===== src/rbc_pkg.sv =====
// shared constants, types and byte functions of the rijndael core
`default_nettype none
package rbc_pkg;

	localparam int MAX_BLOCK_COLUMNS = 8;
	localparam int MAX_KEY_COLUMNS = 8;
	localparam int MAX_ROUND_COUNT = 14;
	localparam int MAX_WORDS = MAX_BLOCK_COLUMNS / 2;
	localparam int RK_ROWS = MAX_ROUND_COUNT + 1;
	localparam int ROW_W = 32 * MAX_BLOCK_COLUMNS;

	// register indexes of the configuration port
	localparam logic [2:0] REG_KEY_SIZE = 3'd0;
	localparam logic [2:0] REG_BLOCK_SIZE = 3'd1;
	localparam logic [2:0] REG_DIRECTION = 3'd2;
	localparam logic [2:0] REG_CHAINING = 3'd3;
	localparam logic [2:0] REG_KEY_WORD_0 = 3'd4;
	localparam logic [2:0] REG_KEY_WORD_1 = 3'd5;
	localparam logic [2:0] REG_KEY_WORD_2 = 3'd6;
	localparam logic [2:0] REG_KEY_WORD_3 = 3'd7;

	typedef logic [MAX_BLOCK_COLUMNS-1:0][31:0] col_row_t;

	typedef struct packed {
		logic load;
		logic run;
		logic encrypt;
		logic mix;
		logic [3:0] bc;
	} round_ctl_t;

	typedef struct packed {
		logic start;
		logic [3:0] kc;
		logic [3:0] bc;
		logic [3:0] nr;
		logic [3:0] rd_row;
	} ks_ctl_t;

	localparam logic [2047:0] SBOX_TABLE = {
		128'h637c777bf26b6fc53001672bfed7ab76,
		128'hca82c97dfa5947f0add4a2af9ca472c0,
		128'hb7fd9326363ff7cc34a5e5f171d83115,
		128'h04c723c31896059a071280e2eb27b275,
		128'h09832c1a1b6e5aa0523bd6b329e32f84,
		128'h53d100ed20fcb15b6acbbe394a4c58cf,
		128'hd0efaafb434d338545f9027f503c9fa8,
		128'h51a3408f929d38f5bcb6da2110fff3d2,
		128'hcd0c13ec5f974417c4a77e3d645d1973,
		128'h60814fdc222a908846eeb814de5e0bdb,
		128'he0323a0a4906245cc2d3ac629195e479,
		128'he7c8376d8dd54ea96c56f4ea657aae08,
		128'hba78252e1ca6b4c6e8dd741f4bbd8b8a,
		128'h703eb5664803f60e613557b986c11d9e,
		128'he1f8981169d98e949b1e87e9ce5528df,
		128'h8ca1890dbfe6426841992d0fb054bb16
	};

	localparam logic [2047:0] INV_SBOX_TABLE = {
		128'h52096ad53036a538bf40a39e81f3d7fb,
		128'h7ce339829b2fff87348e4344c4dee9cb,
		128'h547b9432a6c2233dee4c950b42fac34e,
		128'h082ea16628d924b2765ba2496d8bd125,
		128'h72f8f66486689816d4a45ccc5d65b692,
		128'h6c704850fdedb9da5e154657a78d9d84,
		128'h90d8ab008cbcd30af7e45805b8b34506,
		128'hd02c1e8fca3f0f02c1afbd0301138a6b,
		128'h3a9111414f67dcea97f2cfcef0b4e673,
		128'h96ac7422e7ad3585e2f937e81c75df6e,
		128'h47f11a711d29c5896fb7620eaa18be1b,
		128'hfc563e4bc6d279209adbc0fe78cd5af4,
		128'h1fdda8338807c731b11210592780ec5f,
		128'h60517fa919b54a0d2de57a9f93c99cef,
		128'ha0e03b4dae2af5b0c8ebbb3c83539961,
		128'h172b047eba77d626e169146355210c7d
	};

	function automatic logic [7:0] sbox(input logic [7:0] b);
		return SBOX_TABLE[{~b, 3'b000} +: 8];
	endfunction

	function automatic logic [7:0] inv_sbox(input logic [7:0] b);
		return INV_SBOX_TABLE[{~b, 3'b000} +: 8];
	endfunction

	function automatic logic [7:0] xtime(input logic [7:0] a);
		return {a[6:0], 1'b0} ^ (a[7] ? 8'h1b : 8'h00);
	endfunction

	function automatic logic [31:0] sub_word(input logic [31:0] w);
		return {sbox(w[31:24]), sbox(w[23:16]), sbox(w[15:8]), sbox(w[7:0])};
	endfunction

	function automatic logic [31:0] mix_col(input logic [31:0] c);
		logic [7:0] a [4];
		logic [7:0] b [4];
		for (int i = 0; i < 4; i++) a[i] = c[31-8*i -: 8];
		for (int i = 0; i < 4; i++) begin
			b[i] = xtime(a[i]) ^ xtime(a[(i+1)%4]) ^ a[(i+1)%4] ^ a[(i+2)%4] ^ a[(i+3)%4];
		end
		return {b[0], b[1], b[2], b[3]};
	endfunction

	function automatic logic [31:0] inv_mix_col(input logic [31:0] c);
		logic [7:0] a [4];
		logic [7:0] m9 [4];
		logic [7:0] mb [4];
		logic [7:0] md [4];
		logic [7:0] me [4];
		logic [7:0] x2;
		logic [7:0] x4;
		logic [7:0] x8;
		logic [7:0] b [4];
		for (int i = 0; i < 4; i++) begin
			a[i] = c[31-8*i -: 8];
			x2 = xtime(a[i]);
			x4 = xtime(x2);
			x8 = xtime(x4);
			m9[i] = x8 ^ a[i];
			mb[i] = x8 ^ x2 ^ a[i];
			md[i] = x8 ^ x4 ^ a[i];
			me[i] = x8 ^ x4 ^ x2;
		end
		for (int i = 0; i < 4; i++) begin
			b[i] = me[i] ^ mb[(i+1)%4] ^ md[(i+2)%4] ^ m9[(i+3)%4];
		end
		return {b[0], b[1], b[2], b[3]};
	endfunction

	// column count for a size code, dropped to what the limit allows
	function automatic logic [3:0] cols_for(input logic [1:0] code, input int limit);
		logic [1:0] c;
		c = (code > 2'd2) ? 2'd2 : code;
		if (c == 2'd2 && limit < 8) c = 2'd1;
		if (c == 2'd1 && limit < 6) c = 2'd0;
		return 4'd4 + {1'b0, c, 1'b0};
	endfunction

	function automatic logic [3:0] round_count(input logic [3:0] kc, input logic [3:0] bc);
		logic [3:0] m;
		logic [4:0] n;
		m = (kc > bc) ? kc : bc;
		n = 5'd6 + {1'b0, m};
		if (n > 5'(MAX_ROUND_COUNT)) n = 5'(MAX_ROUND_COUNT);
		return n[3:0];
	endfunction

	// rotation of one state row in columns
	function automatic logic [3:0] shift_amt(input logic [1:0] r, input logic [3:0] bc,
			input logic inverse);
		logic [3:0] s;
		s = {2'b00, r};
		if (bc == 4'd8 && r >= 2'd2) s = s + 4'd1;
		if (inverse) s = bc - s;
		return s;
	endfunction

endpackage
`default_nettype wire


===== src/rbc_key_sched.sv =====
// key expansion, one key column a cycle, into a round key memory of one row a round
`default_nettype none
module rbc_key_sched (
	input  wire logic                clk,
	input  wire logic                arst_n,
	input  wire rbc_pkg::ks_ctl_t    ctl,
	input  wire logic [63:0]         key_word_0,
	input  wire logic [63:0]         key_word_1,
	input  wire logic [63:0]         key_word_2,
	input  wire logic [63:0]         key_word_3,
	output logic                     done,
	output rbc_pkg::col_row_t        rk_row
);

	logic [rbc_pkg::ROW_W-1:0] rk_mem [rbc_pkg::RK_ROWS];

	logic        busy_q;
	logic [6:0]  c_q;
	logic [2:0]  kmod_q;
	logic [2:0]  col_q;
	logic [3:0]  row_q;
	logic [7:0]  rcon_q;
	logic [31:0] win_q [rbc_pkg::MAX_KEY_COLUMNS];
	rbc_pkg::col_row_t row_buf_q;
	rbc_pkg::col_row_t rd_q;

	logic [7:0]  total;
	logic [31:0] key_col;
	logic [31:0] t;
	logic [31:0] new_col;
	logic [63:0] kw;
	logic        row_full;
	logic        last_col;
	rbc_pkg::col_row_t row_wr;

	assign total = 8'({4'd0, ctl.nr} + 8'd1) * 8'({4'd0, ctl.bc});

	always_comb begin
		case (c_q[2:1])
			2'd0: kw = key_word_0;
			2'd1: kw = key_word_1;
			2'd2: kw = key_word_2;
			default: kw = key_word_3;
		endcase
		key_col = c_q[0] ? kw[31:0] : kw[63:32];
		t = win_q[0];
		if (kmod_q == 3'd0) begin
			t = rbc_pkg::sub_word({t[23:0], t[31:24]}) ^ {rcon_q, 24'd0};
		end else if (ctl.kc == 4'd8 && kmod_q == 3'd4) begin
			t = rbc_pkg::sub_word(t);
		end
		// the first key columns come straight from the key registers
		if ({1'b0, c_q} < {4'd0, ctl.kc}) new_col = key_col;
		else new_col = win_q[3'(ctl.kc - 4'd1)] ^ t;
		row_wr = row_buf_q;
		row_wr[col_q] = new_col;
		row_full = ({1'b0, col_q} == ctl.bc - 4'd1);
		last_col = ({1'b0, c_q} == total - 8'd1);
	end

	always_ff @(posedge clk or negedge arst_n) begin
		if (!arst_n) begin
			busy_q <= 1'b0;
			done <= 1'b0;
			c_q <= '0;
			kmod_q <= '0;
			col_q <= '0;
			row_q <= '0;
			rcon_q <= 8'h01;
		end else begin
			done <= 1'b0;
			if (ctl.start) begin
				busy_q <= 1'b1;
				c_q <= '0;
				kmod_q <= '0;
				col_q <= '0;
				row_q <= '0;
				rcon_q <= 8'h01;
			end else if (busy_q) begin
				c_q <= c_q + 7'd1;
				if ({1'b0, kmod_q} == ctl.kc - 4'd1) kmod_q <= '0;
				else kmod_q <= kmod_q + 3'd1;
				if ({1'b0, c_q} >= {4'd0, ctl.kc} && kmod_q == 3'd0) rcon_q <= rbc_pkg::xtime(rcon_q);
				if (row_full) begin
					col_q <= '0;
					row_q <= row_q + 4'd1;
				end else begin
					col_q <= col_q + 3'd1;
				end
				if (last_col) begin
					busy_q <= 1'b0;
					done <= 1'b1;
				end
			end
		end
	end

	always_ff @(posedge clk) begin
		if (busy_q) begin
			win_q[0] <= new_col;
			for (int i = 1; i < rbc_pkg::MAX_KEY_COLUMNS; i++) win_q[i] <= win_q[i-1];
			row_buf_q <= row_wr;
		end
	end

	always_ff @(posedge clk) begin
		if (busy_q && row_full) rk_mem[row_q] <= row_wr;
		rd_q <= rk_mem[ctl.rd_row];
	end

	assign rk_row = rd_q;

endmodule
`default_nettype wire


===== config.mk =====
export PLATFORM = sky130hd
export DESIGN_NAME = rbc_key_sched
export DESIGN_NICKNAME = d
export VERILOG_FILES = /design/src/rbc_pkg.sv /design/src/rbc_key_sched.sv
export SDC_FILE = /design/constraint.sdc
export NUM_CORES = 2
export LEC_CHECK = 0
export ABC_AREA = 0
export ABC_CLOCK_PERIOD_IN_PS = 38300
export BUFFER_PORTS_ARGS = -buffer_cell sky130_fd_sc_hd__buf_2
export CAP_MARGIN = 20
export CORE_ASPECT_RATIO = 1.25
export CORE_MARGIN = 2
export CORE_UTILIZATION = 43
export DETAILED_ROUTE_END_ITERATION = 16
export PLACE_DENSITY = 0.62
export SETUP_SLACK_MARGIN = 0.02
export SLEW_MARGIN = 20
export SYNTH_ARGS = -nofsm -noshare
export SYNTH_HDL_FRONTEND = slang
export SYNTH_SLANG_ARGS = --single-unit

===== constraint.sdc =====
create_clock -name clk -period 38.3 [get_ports clk]
set_input_delay 1.915 -clock clk [delete_from_list [all_inputs] [get_ports clk]]
set_output_delay 1.915 -clock clk [all_outputs]
set_load 0.005 [all_outputs]

# Word-level counts from Yosys, hierarchy flattened
# Memories as Yosys holds them, arrays and structs flattened. A register that Yosys moved wholly into a read port is not among the register bits.
# Index checks and enable logic that the tools add are counted.
# totals
register_bits	283
mem_bits_rw	4096
in_bits	275
out_inout_bits	257
elab_cells	92
mem_count	2
# memory_table
name	words	width	read_ports	rd_ports_with_merged_regs	write_ports	line_no	source
rk_mem	15	256	1	1	1	rbc_key_sched.sv:15	logic [rbc_pkg::ROW_W-1:0] rk_mem [rbc_pkg::RK_ROWS];
win_q	8	32	8	0	8	rbc_key_sched.sv:23	logic [31:0] win_q [rbc_pkg::MAX_KEY_COLUMNS];
# classes
addsub	8
n_mul	1
magnitude_cmp	4
eq_ne	7
shift	4
n_mux	33
bitwise	7
reduce_logical	11
# ops
operator	count
$shiftx 2048x12->8 const A	4
$bwmux 256	1
$pmux 64 s3	1
$mux 32	5
$demux 32 s3	1
$xor 32x32->32	2
$not 8->8	4
$mux 8	3
$mux 3	6
$mux 7	2
$mux 4	3
$mux 1	10
$eq 3x4->1	2
$eq 7x8->1	1
$mul 5x4->8	1
$sub 4x1->4 const B	2
$sub 8x1->8 const B	1
$xor 8x5->8	1
$add 7x1->7 const B	1
$ge 7x4->1	1
$lt 7x4->1	1
$add 3x1->3 const B	2
$reduce_bool 2->1	3
$add 4x1->5 const B	1
other kinds (12)	16

# Logic depth before layout (Yosys ltp)
# logic_depth
ltp_word	7
depth_mapped	17

# Worst setup path after synthesis
# Ideal clock, no wire load.
# synth_timing
path_type	register to register
start	register busy_q
end	memory rk_mem[4][0] in the netlist's numbering (enable)
setup_time_ps	651
t_arrival_ps	18043
required_ps	37649
setup_slack_ps	19607
stages_incl_launch_ff	7
path_buffers	1
synth_period_minus_slack_ps	18693
cell_sequence	dfrtp_1 > inv_1 > clkbuf_1 > nor2_1 > nand2_1 > nor2_1 > and2_1
# synth_via
elab_chain_len	3
# synth_lines
item	line_no	source
start, declared	rbc_key_sched.sv:17	logic busy_q;
start signal, assigned	rbc_key_sched.sv:63	busy_q <= 1'b0;
start signal, assigned	rbc_key_sched.sv:73	busy_q <= 1'b1;
start signal, assigned	rbc_key_sched.sv:91	busy_q <= 1'b0;
$logic_and 1x1->1	rbc_key_sched.sv:107	if (busy_q && row_full) rk_mem[row_q] <= row_wr;
$mux 1	rbc_key_sched.sv:107	
$mux 1 (not written as such)	rbc_key_sched.sv:107	
end, declared	rbc_key_sched.sv:15	
# No other way between the ends.

# Worst setup path after layout
# layout_timing
start	input ctl[8] in the netlist's numbering
end	memory rk_mem[10][176] in the netlist's numbering (enable)
# layout_via
elab_chain_len	5
# layout_lines
item	line_no	source
start, declared	rbc_key_sched.sv:6	input wire rbc_pkg::ks_ctl_t ctl,
$sub 4x1->4	rbc_key_sched.sv:57	row_full = ({1'b0, col_q} == ctl.bc - 4'd1);
$eq 3x4->1	rbc_key_sched.sv:57	
$logic_and 1x1->1	rbc_key_sched.sv:107	
$mux 1	rbc_key_sched.sv:107	
$mux 1 (not written as such)	rbc_key_sched.sv:107	
# No other way between the ends.

==> impl_metrics.tcl <==
set metrics [dict create \
    firstDrtPassIters 8 \
    start_kind "input pin" \
    synth_warnings 0 \
    post-route-period-util_pct 18.6 \
    ys_seq_area_share_pct 72.0 \
    yosysTopAreaCell "edfxtp_1" \
    cp.arrival_ps 7790 \
    wl_per_cell_um 34.2 \
    num_vias 105000 \
    period_needed_ps 7120 \
    finalMaxSlewViolations 0 \
    clockBufferDepth 4 \
    async_flop_share_pct 0.583 \
    slew_headroom_pct 18.5 \
    wirelength_um 586000 \
    postCtsResizedCells 0 \
    grt_pass1_wl_um 816000 \
    cpMaxStageDelayCell "buf_4" \
    yosysTopAreaCellShare_pct 68.9 \
    syn2layout_area_growth_pct 13.2 \
    pwr-share-comb_pct 22.6 \
    switching_share_pct 30.7 \
    core-area_mm2 0.439 \
    status "finished, final reports clean" \
    worst_clock_skew_ps 81.5 \
    synth_edf_count 4352 \
    critPathMaxFanout 43 \
    die_w_um 598 \
    cpPeakStageDelay_ps 810 \
    clk_pin_slew_ps 60 \
    clk_latency_ps 1060 \
    end_kind "register" \
    gp_congestion 0.954 \
    drive_above_1_share_pct 26.1 \
    timing.fmax_mhz 140 \
    hpwl_um 344000 \
    p_leak_nw 71.1 \
    start_util_pct 43.2 \
    post-route-drc-count 0 \
    power.switching_mw 4.39 \
    cp_num_buf_inv 7 \
    netlist_instances 10400 \
    p_per_area_mw_per_mm2 66.6 \
    synth.cell_area_mm2 0.190 \
    cts_root_buffer "clkbuf_16" \
    setup_violations 0 \
    grt_max_degree 190 \
    hold_path.class "register to register" \
    cp_common_cell "buf_4" \
    crit_family "buffers and inverters" \
    num_rows 272 \
    final_net_count 11300 \
    synthDistinctLibCells 113 \
    ys_seq_elements 4635 \
    numClockSinks 4635 \
    ant_nets 0 \
    critPathKind "input pin to register" \
    rsz0062_at_grt "false" \
    cts_hold_buf 0 \
    synthesis.nets 10700 \
    synth_ff_type "edfxtp_1" \
    maxCapViolations 0 \
    finalSetupTns_ps 0 \
    seqPwrFrac_pct 46.8 \
    critPathRequiredTime_ps 38960 \
    h-tree-depth 5 \
    vias_per_cell 6.15 \
    synth_area_per_cell_um2 18.3 \
    post_cts_buffers 0 \
    io_buffers 531 \
    intPower_mw 9.92 \
    grt_pass1_vias 105000 \
    cts_buffers 443 \
    path_cells "buf_2 > inv_1 > ha_1 > xor2_1 > xnor2_1 > nand4_1 > inv_1 > nand2_1 > nor3b_1 > and2_4 > buf_4 > buf_4 > buf_4 > buf_4" \
    track_usage_pct 25.8 \
    whs_ps 438 \
    first_iter_violations 14000 \
    hold_viol 0 \
    num-fill-cells 35800 \
    cts_tree "built" \
    die-area_mm2 0.446 \
    ys_top_cells_by_area "edfxtp_1, mux4_2, dfxtp_1" \
    overflow 0 \
    ir_drop_mv 0.0475 \
    die_h_um 747 \
    max_slew.worst_pin.slew_ps 1220 \
    antenna_found_initial 89 \
    io_pins 532 \
    clkPwrFrac_pct 30.7 \
]
-- power groups by stage --
stage                     sequential, mW  clock (mW)  combinational [mW]
after floorplan                     6.74           0                1.83
after global placement              6.78           0                3.08
after detailed placement            6.80           0                3.13
after CTS                           6.69        4.45                3.13
after global routing                6.72        4.65                3.40
final                               6.69        4.39                3.23
-- final timing paths --
check                        startpoint              end  slack (ps)  cells after the start
max                              ctl[8]  rk_mem[10][176]       31180                     14
min                        win_q[1][14]     win_q[2][14]         440                      0
max reg2reg                win_q[0][25]  rk_mem[10][159]       31660                     13
min reg2reg                win_q[1][14]     win_q[2][14]         440                      0
max in group asynchronous        arst_n           busy_q       36600                      1
min in group asynchronous        arst_n        kmod_q[2]        1030                      1
-- area by class of cell --
| class | instances | area [um2] | area share [%] |
|---|---|---|---|
| Inverter | 96 | 360 | 0.168 |
| Timing Repair Buffer | 883 | 5570 | 2.59 |
| Sequential cell | 4635 | 136000 | 63.6 |
| Clock inverter | 215 | 2300 | 1.07 |
| Antenna cell | 37 | 92.6 | 0.0431 |
| Clock buffer | 610 | 12300 | 5.75 |
| Tap cell | 5754 | 7200 | 3.35 |
| Multi-Input combinational cell | 4900 | 50300 | 23.4 |
-- per-stage QoR --
| step | total power [mW] | instances | setup WS, ps | instance area (um2) | utilization (%) |
|---|---|---|---|---|---|
| after CTS | 14.3 | 17100 | 31220 | 214000 | 48.8 |
| after floorplan | 8.58 | 10400 | 19610 | 190000 | - |
| after detailed placement | 9.92 | 16200 | 30100 | 200000 | 45.4 |
| after global routing | 14.8 | 17100 | 31000 | 215000 | 48.9 |
| after global placement | 9.86 | 16200 | 30000 | 199000 | 45.4 |
| final | 14.3 | 17100 | 31180 | 215000 | 48.9 |
-- cell usage after synthesis, types with 56 or more instances --
cell and number:
a211oi_1 56, nand3_1 105, nand2b_1 102, nand2_1 680
clkbuf_1 412, buf_1 142, nor2b_1 76, edfxtp_1 4352
nor3_1 104, o21ai_0 526, dfxtp_1 256, mux2i_1 348
ha_1 88, inv_1 85, a21oi_1 284, a31oi_1 68
mux4_2 1189, buf_2 127, nor2_1 374
-- cells in the final DEF, fill, tap and decap left out, types with 96 or more instances in the layout --
master	n
a21oi_1	251
buf_2	533
buf_4	304
clkbuf_1	107
clkbuf_16	446
dfxtp_1	256
edfxtp_1	4352
mux2i_1	345
mux4_2	1189
nand2_1	678
nand2b_1	102
nand3_1	103
nor2_1	374
nor3_1	103
o21ai_0	453
o21ai_1	96
-- worst register-to-register path, stage by stage (launching register included) --
cell	delay, ps
edfxtp_1	330
buf_4	390
inv_1	410
ha_1	410
buf_4	210
nor2b_1	300
nor3_1	490
o22ai_1	190
a2111oi_1	890
o31ai_1	190
a211oi_2	750
nand2_1	690
nand4_1	390
nand3_1	560
-- cells by family (layout without fill, tap and decap cells) --
kind of cell	after synthesis	after routing	share of synthesized area, %
other cells	0	37	0
flops	4635	4635	72.0
simple gates	1695	1695	4.13
fa+ha+maj	95	95	0.654
buf+inv	815	1804	1.80
compound gates	1466	1466	4.93
xor+xnor	67	67	0.309
mux	1577	1577	16.2
-- per-layer routing --
metal  vias up  part of all wire (%)  track usage (%)
li1      43300                     -                -
met1     55900                    40             35.3
met2      5192                    48             41.9
met3      1015                   8.0             4.42
met4        22                   4.0             8.95
met5         -                 0.024                0
-- registers in the layout, indices dropped and copies added (netlist names) --
name,count
rk_mem,3840
rk_row,256
row_buf_q,256
win_q,256
rcon_q,8
c_q,7
row_q,4
col_q,3
kmod_q,3
busy_q,1
done,1
Note: power is estimated with default switching activity, not from simulation.
